### config.mk
export PLATFORM = sky130hd
export DESIGN_NAME = plus_minus_paren_expression_evaluator
export DESIGN_NICKNAME = d
export VERILOG_FILES = /design/src/design/pmpe_pkg.sv /design/src/design/plus_minus_paren_expression_evaluator.sv /design/src/design/pmpe_ram.sv /design/src/design/pmpe_stack.sv
export SDC_FILE = /design/constraint.sdc
export NUM_CORES = 1
export LEC_CHECK = 0
export BUFFER_PORTS_ARGS = -buffer_cell sky130_fd_sc_hd__buf_4
export CORE_MARGIN = 5
export CORE_UTILIZATION = 50
export DETAILED_ROUTE_END_ITERATION = 8
export HOLD_SLACK_MARGIN = 0.05
export PLACE_DENSITY = 0.68
export SYNTH_ARGS = -nofsm -noshare
export SYNTH_HDL_FRONTEND = slang
export SYNTH_SLANG_ARGS = --single-unit
### constraint.sdc
create_clock -name clk -period 11.85 [get_ports clk]
set_clock_uncertainty 0.05 [all_clocks]
set_input_delay 1.7775 -clock clk [delete_from_list [all_inputs] [get_ports clk]]
set_output_delay 1.7775 -clock clk [all_outputs]
set_load 0.1 [all_outputs]
### src/design/pmpe_pkg.sv
// types and constants shared by the plus/minus/paren expression evaluator
// no dependencies
`timescale 1ns / 1ps

package pmpe_pkg;

  localparam int VALUE_W = 32;

  localparam logic [7:0] CH_OPEN  = 8'h28;
  localparam logic [7:0] CH_CLOSE = 8'h29;
  localparam logic [7:0] CH_ZERO  = 8'h30;
  localparam logic [7:0] CH_NINE  = 8'h39;
  localparam logic [7:0] CH_PLUS  = 8'h2B;
  localparam logic [7:0] CH_MINUS = 8'h2D;
  localparam logic [7:0] CH_SPACE = 8'h20;

  typedef struct packed {
    logic [7:0] char_code;
    logic       last_char;
  } in_item_t;

  typedef struct packed {
    logic signed [VALUE_W-1:0] value;
    logic                      error;
  } out_item_t;

  typedef struct packed {
    logic               sign;
    logic [VALUE_W-1:0] total;
  } stk_entry_t;

  localparam int STK_ENTRY_W = $bits(stk_entry_t);

  typedef struct packed {
    logic       clear;
    logic       push;
    logic       pop;
    stk_entry_t data;
  } stk_cmd_t;

endpackage

### src/design/plus_minus_paren_expression_evaluator.sv
// plus/minus/paren expression evaluator, one character per transfer
// latency: the result is valid the cycle after the last character's transfer
// throughput: one character per cycle while the output is not stalled; the stack ram read is prefetched
// reset: synchronous, clears totals, depth and output valid; stack ram is not cleared
// depends on pmpe_pkg and pmpe_stack
`timescale 1ns / 1ps

module plus_minus_paren_expression_evaluator #(
  parameter int MAX_DEPTH = 16
) (
  input  logic                clk,
  input  logic                rst_n,
  input  logic                in_valid,
  output logic                in_ready,
  input  pmpe_pkg::in_item_t  in_data,
  output logic                out_valid,
  input  logic                out_ready,
  output pmpe_pkg::out_item_t out_data
);
  import pmpe_pkg::*;

  localparam int DW = $clog2(MAX_DEPTH + 1);

  logic [VALUE_W-1:0] rt_r, rt_nxt;
  logic [VALUE_W-1:0] cn_r, cn_nxt;
  logic               ps_r, ps_nxt;
  logic               err_r, err_nxt;
  logic               out_valid_r, out_valid_nxt;
  out_item_t          out_r, out_nxt;

  stk_cmd_t           cmd;
  logic [DW-1:0]      depth, depth_after;
  stk_entry_t         top;

  logic               accept;
  logic [7:0]         c;
  logic [VALUE_W-1:0] folded, fin_v, digit;
  logic               fin_err;

  assign in_ready = !out_valid_r || out_ready;
  assign accept   = in_valid && in_ready;
  assign c        = in_data.char_code;
  assign digit    = VALUE_W'(c - CH_ZERO);
  assign folded   = ps_r ? (rt_r - cn_r) : (rt_r + cn_r);

  always_comb begin
    rt_nxt        = rt_r;
    cn_nxt        = cn_r;
    ps_nxt        = ps_r;
    err_nxt       = err_r;
    out_nxt       = out_r;
    out_valid_nxt = out_valid_r && !out_ready;
    cmd           = '0;
    depth_after   = depth;
    fin_v         = '0;
    fin_err       = 1'b0;
    if (accept) begin
      priority if (c >= CH_ZERO && c <= CH_NINE) begin
        cn_nxt = (cn_r << 3) + (cn_r << 1) + digit;
      end else if (c == CH_PLUS || c == CH_MINUS) begin
        rt_nxt = folded;
        cn_nxt = '0;
        ps_nxt = (c == CH_MINUS);
      end else if (c == CH_OPEN) begin
        if (depth == DW'(MAX_DEPTH)) begin
          err_nxt = 1'b1;
        end else begin
          cmd.push       = 1'b1;
          cmd.data.sign  = ps_r;
          cmd.data.total = rt_r;
          depth_after    = depth + 1'b1;
          rt_nxt         = '0;
          cn_nxt         = '0;
          ps_nxt         = 1'b0;
        end
      end else if (c == CH_CLOSE) begin
        cn_nxt = '0;
        ps_nxt = 1'b0;
        if (depth == '0) begin
          err_nxt = 1'b1;
          rt_nxt  = folded;
        end else begin
          cmd.pop     = 1'b1;
          depth_after = depth - 1'b1;
          rt_nxt      = top.sign ? (top.total - folded) : (top.total + folded);
        end
      end else if (c == CH_SPACE) begin
      end else begin
        err_nxt = 1'b1;
      end

      if (in_data.last_char) begin
        fin_v         = ps_nxt ? (rt_nxt - cn_nxt) : (rt_nxt + cn_nxt);
        fin_err       = err_nxt || (depth_after != '0);
        out_nxt.value = fin_err ? '0 : fin_v;
        out_nxt.error = fin_err;
        out_valid_nxt = 1'b1;
        cmd.clear     = 1'b1;
        rt_nxt        = '0;
        cn_nxt        = '0;
        ps_nxt        = 1'b0;
        err_nxt       = 1'b0;
      end
    end
  end

  always_ff @(posedge clk) begin
    if (!rst_n) begin
      rt_r        <= '0;
      cn_r        <= '0;
      ps_r        <= 1'b0;
      err_r       <= 1'b0;
      out_valid_r <= 1'b0;
    end else begin
      rt_r        <= rt_nxt;
      cn_r        <= cn_nxt;
      ps_r        <= ps_nxt;
      err_r       <= err_nxt;
      out_valid_r <= out_valid_nxt;
    end
    out_r <= out_nxt;
  end

  pmpe_stack #(
    .MAX_DEPTH (MAX_DEPTH)
  ) u_stack (
    .clk   (clk),
    .rst_n (rst_n),
    .cmd   (cmd),
    .depth (depth),
    .top   (top)
  );

  assign out_valid = out_valid_r;
  assign out_data  = out_r;

endmodule

### src/design/pmpe_ram.sv
// generic single-write, single-read ram with registered read data
// no dependencies
`timescale 1ns / 1ps

module pmpe_ram #(
  parameter int WIDTH = 8,
  parameter int DEPTH = 16,
  localparam int AW = (DEPTH > 1) ? $clog2(DEPTH) : 1
) (
  input  logic             clk,
  input  logic             wr_en,
  input  logic [AW-1:0]    wr_addr,
  input  logic [WIDTH-1:0] wr_data,
  input  logic [AW-1:0]    rd_addr,
  output logic [WIDTH-1:0] rd_data
);

  logic [WIDTH-1:0] mem [DEPTH];

  always_ff @(posedge clk) begin
    if (wr_en) begin
      mem[wr_addr] <= wr_data;
    end
    rd_data <= mem[rd_addr];
  end

endmodule

### src/design/pmpe_stack.sv
// paren stack: top entry in a register, lower entries in pmpe_ram
// depends on pmpe_pkg and pmpe_ram
`timescale 1ns / 1ps

module pmpe_stack #(
  parameter int MAX_DEPTH = 16,
  localparam int DW = $clog2(MAX_DEPTH + 1),
  localparam int AW = (MAX_DEPTH > 1) ? $clog2(MAX_DEPTH) : 1
) (
  input  logic                  clk,
  input  logic                  rst_n,
  input  pmpe_pkg::stk_cmd_t    cmd,
  output logic [DW-1:0]         depth,
  output pmpe_pkg::stk_entry_t  top
);
  import pmpe_pkg::*;

  logic [DW-1:0]          depth_r, depth_nxt;
  stk_entry_t             top_r, top_nxt;
  logic                   fwd_valid_r, fwd_valid_nxt;
  stk_entry_t             fwd_data_r;
  logic                   wr_en;
  logic [DW-1:0]          wr_idx, rd_idx;
  logic [AW-1:0]          wr_addr, rd_addr;
  logic [STK_ENTRY_W-1:0] rd_data;
  stk_entry_t             below;

  assign below = fwd_valid_r ? fwd_data_r : stk_entry_t'(rd_data);

  always_comb begin
    depth_nxt = depth_r;
    top_nxt   = top_r;
    wr_en     = 1'b0;
    priority if (cmd.clear) begin
      depth_nxt = '0;
    end else if (cmd.push) begin
      depth_nxt = depth_r + 1'b1;
      top_nxt   = cmd.data;
      wr_en     = (depth_r != '0);
    end else if (cmd.pop) begin
      depth_nxt = depth_r - 1'b1;
      top_nxt   = below;
    end else begin
      depth_nxt = depth_r;
    end
    wr_idx        = depth_r - 1'b1;
    rd_idx        = depth_nxt - DW'(2);
    wr_addr       = wr_idx[AW-1:0];
    rd_addr       = rd_idx[AW-1:0];
    fwd_valid_nxt = wr_en && (wr_addr == rd_addr);
  end

  always_ff @(posedge clk) begin
    if (!rst_n) begin
      depth_r     <= '0;
      fwd_valid_r <= 1'b0;
    end else begin
      depth_r     <= depth_nxt;
      fwd_valid_r <= fwd_valid_nxt;
    end
    top_r      <= top_nxt;
    fwd_data_r <= top_r;
  end

  pmpe_ram #(
    .WIDTH (STK_ENTRY_W),
    .DEPTH (MAX_DEPTH)
  ) u_ram (
    .clk     (clk),
    .wr_en   (wr_en),
    .wr_addr (wr_addr),
    .wr_data (top_r),
    .rd_addr (rd_addr),
    .rd_data (rd_data)
  );

  assign depth = depth_r;
  assign top   = top_r;

endmodule
* Word-level counts from Yosys, hierarchy flattened
Memory sizes are Yosys's and may differ from the RTL's. A register that Yosys moved wholly into a read port is not among the register bits.
Cells that the tools add are included.
** Operators by class
- Add/subtract/negate cells :: 12
- Order comparisons :: 2
- Equal/unequal tests :: 7
- Muxes and demuxes :: 64
- Bitwise logic cells :: 1
- Reduce and logical (&&, ||, !) cells :: 15
** Operators by type and width (count)
- 32-bit two-way mux :: 18
- 33-bit two-way mux :: 5
- 32-bit adder :: 5
- 32-bit subtractor :: 3
- 35-bit two-way mux :: 2
- 5-bit two-way mux :: 10
- 8-bit by 6-bit == test with 1-bit output, second input constant :: 5
- 36-bit two-way mux :: 1
- 1-bit two-way mux :: 28
- 5-bit nonzero test :: 2
- 8-bit by 6-bit subtractor with 9-bit output, second input constant :: 1
- 8-bit by 6-bit >= comparator with 1-bit output, second input constant :: 1
- 8-bit by 6-bit <= comparator with 1-bit output, second input constant :: 1
- 5-bit by 1-bit adder with 5-bit output, second input constant :: 1
- 5-bit == test, second input constant :: 1
- 5-bit zero test :: 1
- 5-bit by 1-bit subtractor with 5-bit output, second input constant :: 1
- 4-bit == test :: 1
- 1-bit logical AND :: 4
- 2-bit AND reduction :: 2
- 4-bit by 2-bit subtractor with 4-bit output, second input constant :: 1
- 1-bit logical OR :: 3
- 1-bit zero test :: 2
- 2-bit nonzero test :: 1
- 1-bit NOT :: 1
** Storage, ports and cells
- Register bits after elaboration :: 172
- Memory bits (writable) :: 528
- Input bits :: 13
- Output and inout port bits :: 35
- Logic and storage cells :: 115
- Memories :: 1
** Memories
- u_stack.u_ram.mem :: depth 16, width 33, read ports 1, clocked after Yosys merged registers in 1, wr ports 1, RTL line pmpe_ram.sv:18 : logic [WIDTH-1:0] mem [DEPTH];

* Logic depth before layout (Yosys ltp)
- Depth in word-level cells :: 13
- Depth in mapped cells :: 41

* By module
Synthesis repeated with hierarchy kept, for this count alone.
** Second synthesis, totals
- Cell total of the unflattened synthesis :: 3038
- Area, all modules :: 38136.6 um^2
** Modules (own cells, without submodules)
- pmpe_ram :: instances 1, cells each 864, area each 20631.0 um^2
- plus_minus_paren_expression_evaluator :: instances 1, cells each 1941, area each 14692.8 um^2
- pmpe_stack :: instances 1, cells each 233, area each 2812.7 um^2

* Least setup slack after synthesis
OpenSTA, ideal clock, no wires.
- Kind :: input to register
- From :: input port in_data[5] (netlist bit)
- To :: register out_r (netlist bit out_data[32]) (data pin)
- Setup time :: 254 ps
- Data arrival time :: 9782 ps
- Path slack :: 1763 ps
- Cell stages on the path :: 25
- Path buffers :: 1
- Path through :: ha_1 -> nor3_1 -> fa_1 -> ha_1 -> buf_4 -> a211o_1 -> a211o_4 -> a2111oi_2 -> a211oi_1 -> a211o_1 -> o31a_1 -> or4_4 -> or3_1 -> nor3_1 -> nor2_1 -> xnor2_1 -> ha_1 -> a21o_1 -> a21oi_1 -> nand2_1 -> o41ai_1 -> a31oi_1 -> a31oi_1 -> xnor2_1 -> nor2_1
** Between the ends
- Cells in the longest elaborated chain, start to end :: 8
** Ends and longest elaborated chain
- start: declaration :: RTL line plus_minus_paren_expression_evaluator.sv:15 : input pmpe_pkg::in_item_t in_data,
- branches (longest 8 deep; another with 32-bit adder)
- end signal: assignment :: RTL line plus_minus_paren_expression_evaluator.sv:121 : out_r <= out_nxt;
- end: declaration :: RTL line plus_minus_paren_expression_evaluator.sv:29 : out_item_t out_r, out_nxt;
Parallel ways; which one is timed is not known. The select of a mux whose other input is x is not followed.
A chain may end at the register's enable or synchronous reset.

* Worst setup path in the final report
- From :: register cn_r[8]
- To :: register out_r (netlist bit out_data[32]) (data pin)
** Between the ends
- Cells in the longest elaborated chain, start to end :: 12
** Ends and longest elaborated chain
- start: declaration :: RTL line plus_minus_paren_expression_evaluator.sv:25 : logic [VALUE_W-1:0] cn_r, cn_nxt;
- start signal: assignment :: RTL line plus_minus_paren_expression_evaluator.sv:116 : cn_r <= cn_nxt;
- 32-bit adder / 32-bit subtractor (equally long branches) :: RTL line plus_minus_paren_expression_evaluator.sv:44 : assign folded = ps_r ? (rt_r - cn_r) : (rt_r + cn_r);
- 32-bit two-way mux :: RTL line plus_minus_paren_expression_evaluator.sv:44
- 32-bit adder / 32-bit subtractor (equally long branches) :: RTL line plus_minus_paren_expression_evaluator.sv:85 : rt_nxt = top.sign ? (top.total - folded) : (top.total + folded);
- 32-bit two-way mux :: RTL line plus_minus_paren_expression_evaluator.sv:85
- 32-bit two-way mux :: RTL line plus_minus_paren_expression_evaluator.sv:79 : if (depth == '0) begin
- 32-bit two-way mux :: RTL line plus_minus_paren_expression_evaluator.sv:76 : end else if (c == CH_CLOSE) begin
- 32-bit two-way mux :: RTL line plus_minus_paren_expression_evaluator.sv:64 : end else if (c == CH_OPEN) begin
- 32-bit two-way mux :: RTL line plus_minus_paren_expression_evaluator.sv:60 : end else if (c == CH_PLUS || c == CH_MINUS) begin
- 32-bit two-way mux :: RTL line plus_minus_paren_expression_evaluator.sv:58 : priority if (c >= CH_ZERO && c <= CH_NINE) begin
- 32-bit two-way mux :: RTL line plus_minus_paren_expression_evaluator.sv:57 : if (accept) begin
- 32-bit adder / 32-bit subtractor (equally long branches) :: RTL line plus_minus_paren_expression_evaluator.sv:93 : fin_v = ps_nxt ? (rt_nxt - cn_nxt) : (rt_nxt + cn_nxt);
- 32-bit two-way mux (*) :: RTL line plus_minus_paren_expression_evaluator.sv:93
Every way passes the cells marked *; elsewhere a longest branch is shown, timed or not. The select of a mux whose other input is x is not followed.

==> run_results.csv <==
group,metric,value,unit
route,wl_per_cell,23.5,um
clock_tree,clk_pin_slew,70,ps
yosys,synth_ff_type,"edfxtp_1",
yosys,synth_area_leader_cell,"edfxtp_1",
critical_path,slowest_stage,"nor4_1",
run_status,outcome,"finished, final reports clean",
critical_path,crit_fanout,9,
critical_path,reg2reg_depth,33,
placement,io_buffers,47,
die,die_y,287,um
yosys,ys_warn_count,0,
yosys,async_reset_ff_frac,0,
layout,antenna_cells,0,
critical_path,crit_type,"reg -> reg",
critical_path,max_stage_delay,1050,ps
placement,globalplace.congestion,0.944,
placement,dpl_cell_area,39800,sq um
yosys,syn_area_per_cell,11.4,sq um
critical_path,endpoint,"out_data[32]",
route,dr.pass1.iters,6,
route,drt_iter0_drc,2716,
route,ant_nets,0,
layout,post-route-util,0.558,
power,power-per-cell-area,145,nW/um^2
clock_tree,cts_buffer_depth,3,
yosys,synth_area,38300,sq um
sta,setup_viol,0,
worst_hold_path,hold_class,"reg -> reg",
critical_path,arrival,9630,ps
clock_tree,ctsResizeCount,0,
critical_path,required,12170,ps
critical_path,crit_cells,33,
placement,dp_cells,4315,
route,drc,0,
layout,nFillCells,6291,
power,leakage,0.0146,uW
job,maxCapViolCount,0,
critical_path,cpMostUsedCell,"xnor2_1",
yosys,synthTopCellsByArea,"edfxtp_1 47%, dfxtp_1 7.3%, ha_1 4.4%, mux2i_1 4.4%, a21oi_1 3.3%",
die,rows,101,
yosys,synth_top_area_frac,0.465,
grt,grt_max_degree,117,
yosys,yosysMostFrequentCell,"edfxtp_1",
sta,finalHoldViolations,0,
die,core,75900,sq um
layout,stdcell_area,42400,sq um
layout,drive_gt1_frac,0.0875,
critical_path,r2r_setup_slack,2550,ps
grt,track_usage,0.250,
grt,gr-total-overflow,0,
power,ir_worst_vdd,0.000111,V
critical_path,setup.worst_path.start,"cn_r[8]",
critical_path,r2r_start,"cn_r[8]",
sta,holdWs,446,ps
die,io_pins,48,
critical_path,cpLargestDelayFamily,"compound AO/OA/AOI/OAI gates",
yosys,ys_top_cells_by_count,"594 x edfxtp_1, 311 x nor2_1, 277 x nand2_1, 254 x a21oi_1, 169 x mux2i_1",
grt,grt_pass1_wl,160000,um
clock_tree,cts_root_buf,"clkbuf_16",
yosys,yosysUniqueCellTypes,87,
route,wl,105000,um
yosys,syn_inst,3375,
placement,hpwl,68100,um
sta,relSlewSlack,0.188,
clock_tree,cts_hold_buf,0,
sta,timing.fmax,107,MHz
yosys,synth-edff-count,594,
layout,instances_no_fill,4457,
route,vias,27436,
die,die_x,287,um
sta,tightest_slew,1210,ps
grt,antenna_found_initial,1,
sta,rsz0062_at_grt,"no",
yosys,synth-seq-cells,733,
critical_path,rr_endpoint,"out_data[32]",
clock_tree,cts_sinks,733,
critical_path,endpoint_kind,"register",
sta,slew_viol_final,0,
yosys,yosysSeqAreaShare,0.538,
clock_tree,cts_buffers,77,
yosys,syn-num-nets,3556,
layout,syn2layout_area_growth,10.6,%
sta,fin_crit_sh,0.785,
sta,period_needed,9300,ps
clock_tree,cts_tree,"yes",
critical_path,cp-start-kind,"register",
route,vias_per_cell,6.16,
grt,grt_pass1_vias,26620,
layout,fin_nets,3545,
clock_tree,htree_num_levels,3,
critical_path,worst-path-buf-inv,0,
die,fp.dieArea,82300,sq um
sta,fin_tns_setup,0,ps
clock_tree,clk_latency,660,ps
die,start_util,0.505,
worst_hold_path,hold_start,"err_r",
clock_tree,cts_setup_buffers,0,
[area by class of cell]
type | count | area (sq um) | share of cell area
sequential | 733 | 20600 | 0.487
multi-input combinational | 2379 | 16900 | 0.399
clock buffer | 103 | 2110 | 0.0499
tap | 1030 | 1290 | 0.0304
timing repair buffer | 96 | 746 | 0.0176
clock inverter | 39 | 429 | 0.0101
inverter | 77 | 289 | 0.00682
[state kept, by name, indices dropped and copies added (netlist names), 5 cells and up]
signal,cells
u_stack.u_ram.rd_data,33
u_stack.depth,5
rt_r,32
u_stack.top,33
cn_r,32
out_data,33
u_stack.u_ram.mem,528
u_stack.fwd_data_r,33
[placed cells by master (no fill, tap or decap), types with 12 or more instances in the layout]
master / count
a211oi_1: 121
o21a_1: 25
clkbuf_1: 17
and2_1: 77
or3_1: 12
nand3_1: 35
buf_4: 94
nand2b_1: 19
xnor2_1: 137
nor4_1: 14
o21ai_0: 117
mux2i_1: 169
and3_1: 24
xor2_1: 59
edfxtp_1: 594
nor3_1: 57
inv_1: 76
ha_1: 135
mux4_2: 33
o211ai_1: 14
nand4_1: 22
clkbuf_16: 77
nor2_4: 18
dfxtp_1: 138
a311oi_1: 37
o22ai_1: 13
a22oi_1: 73
a21o_1: 39
a22o_1: 13
fa_1: 32
a21oi_1: 253
a31oi_1: 69
clkinv_1: 12
nor2b_1: 13
nand2_1: 275
nor2_1: 293
[worst min-delay path: cells and delay by family, from the launching register on]
kind | cells | cell delay (ps)
simple gates | 1 | 70
compound gates | 1 | 50
flops | 1 | 340
[report_power, final]
part	switching, uW	internal [uW]
Sequential	5.54	2750
Clock	1040	1360
Combinational	613	378
[worst min path at each step]
stage,to,slack [ps],cells past startpoint
final,err_r,450,2
after global routing,err_r,500,2
after CTS,err_r,440,2
after detailed placement,err_r,430,2
after global placement,err_r,410,2
after floorplan,err_r,390,2
[metrics by stage]
stage / setup WS (ps) / power (uW)
after floorplan: 1760 / 3560
after global placement: 2840 / 3780
after detailed placement: 2730 / 3780
after CTS: 2680 / 6170
after global routing: 1880 / 6390
final: 2550 / 6150
[layer usage]
layer | track usage | routed length (um) | vias to the layer above
li1 | - | - | 12713
met4 | 0.0847 | 3310 | 2
met2 | 0.412 | 49600 | 1009
met3 | 0.0302 | 6700 | 192
met1 | 0.348 | 44900 | 13520
met5 | 0 | 13 | -
[cells by family after synthesis]
family / count (synthesis) / share of synthesized area
compound gates: 893 / 0.154
buf+inv: 263 / 0.0271
mux: 205 / 0.0645
xor+xnor: 197 / 0.0450
simple gates: 916 / 0.110
flops: 733 / 0.538
fa+ha+maj: 168 / 0.0611
Power figures use the tool's default switching activity.
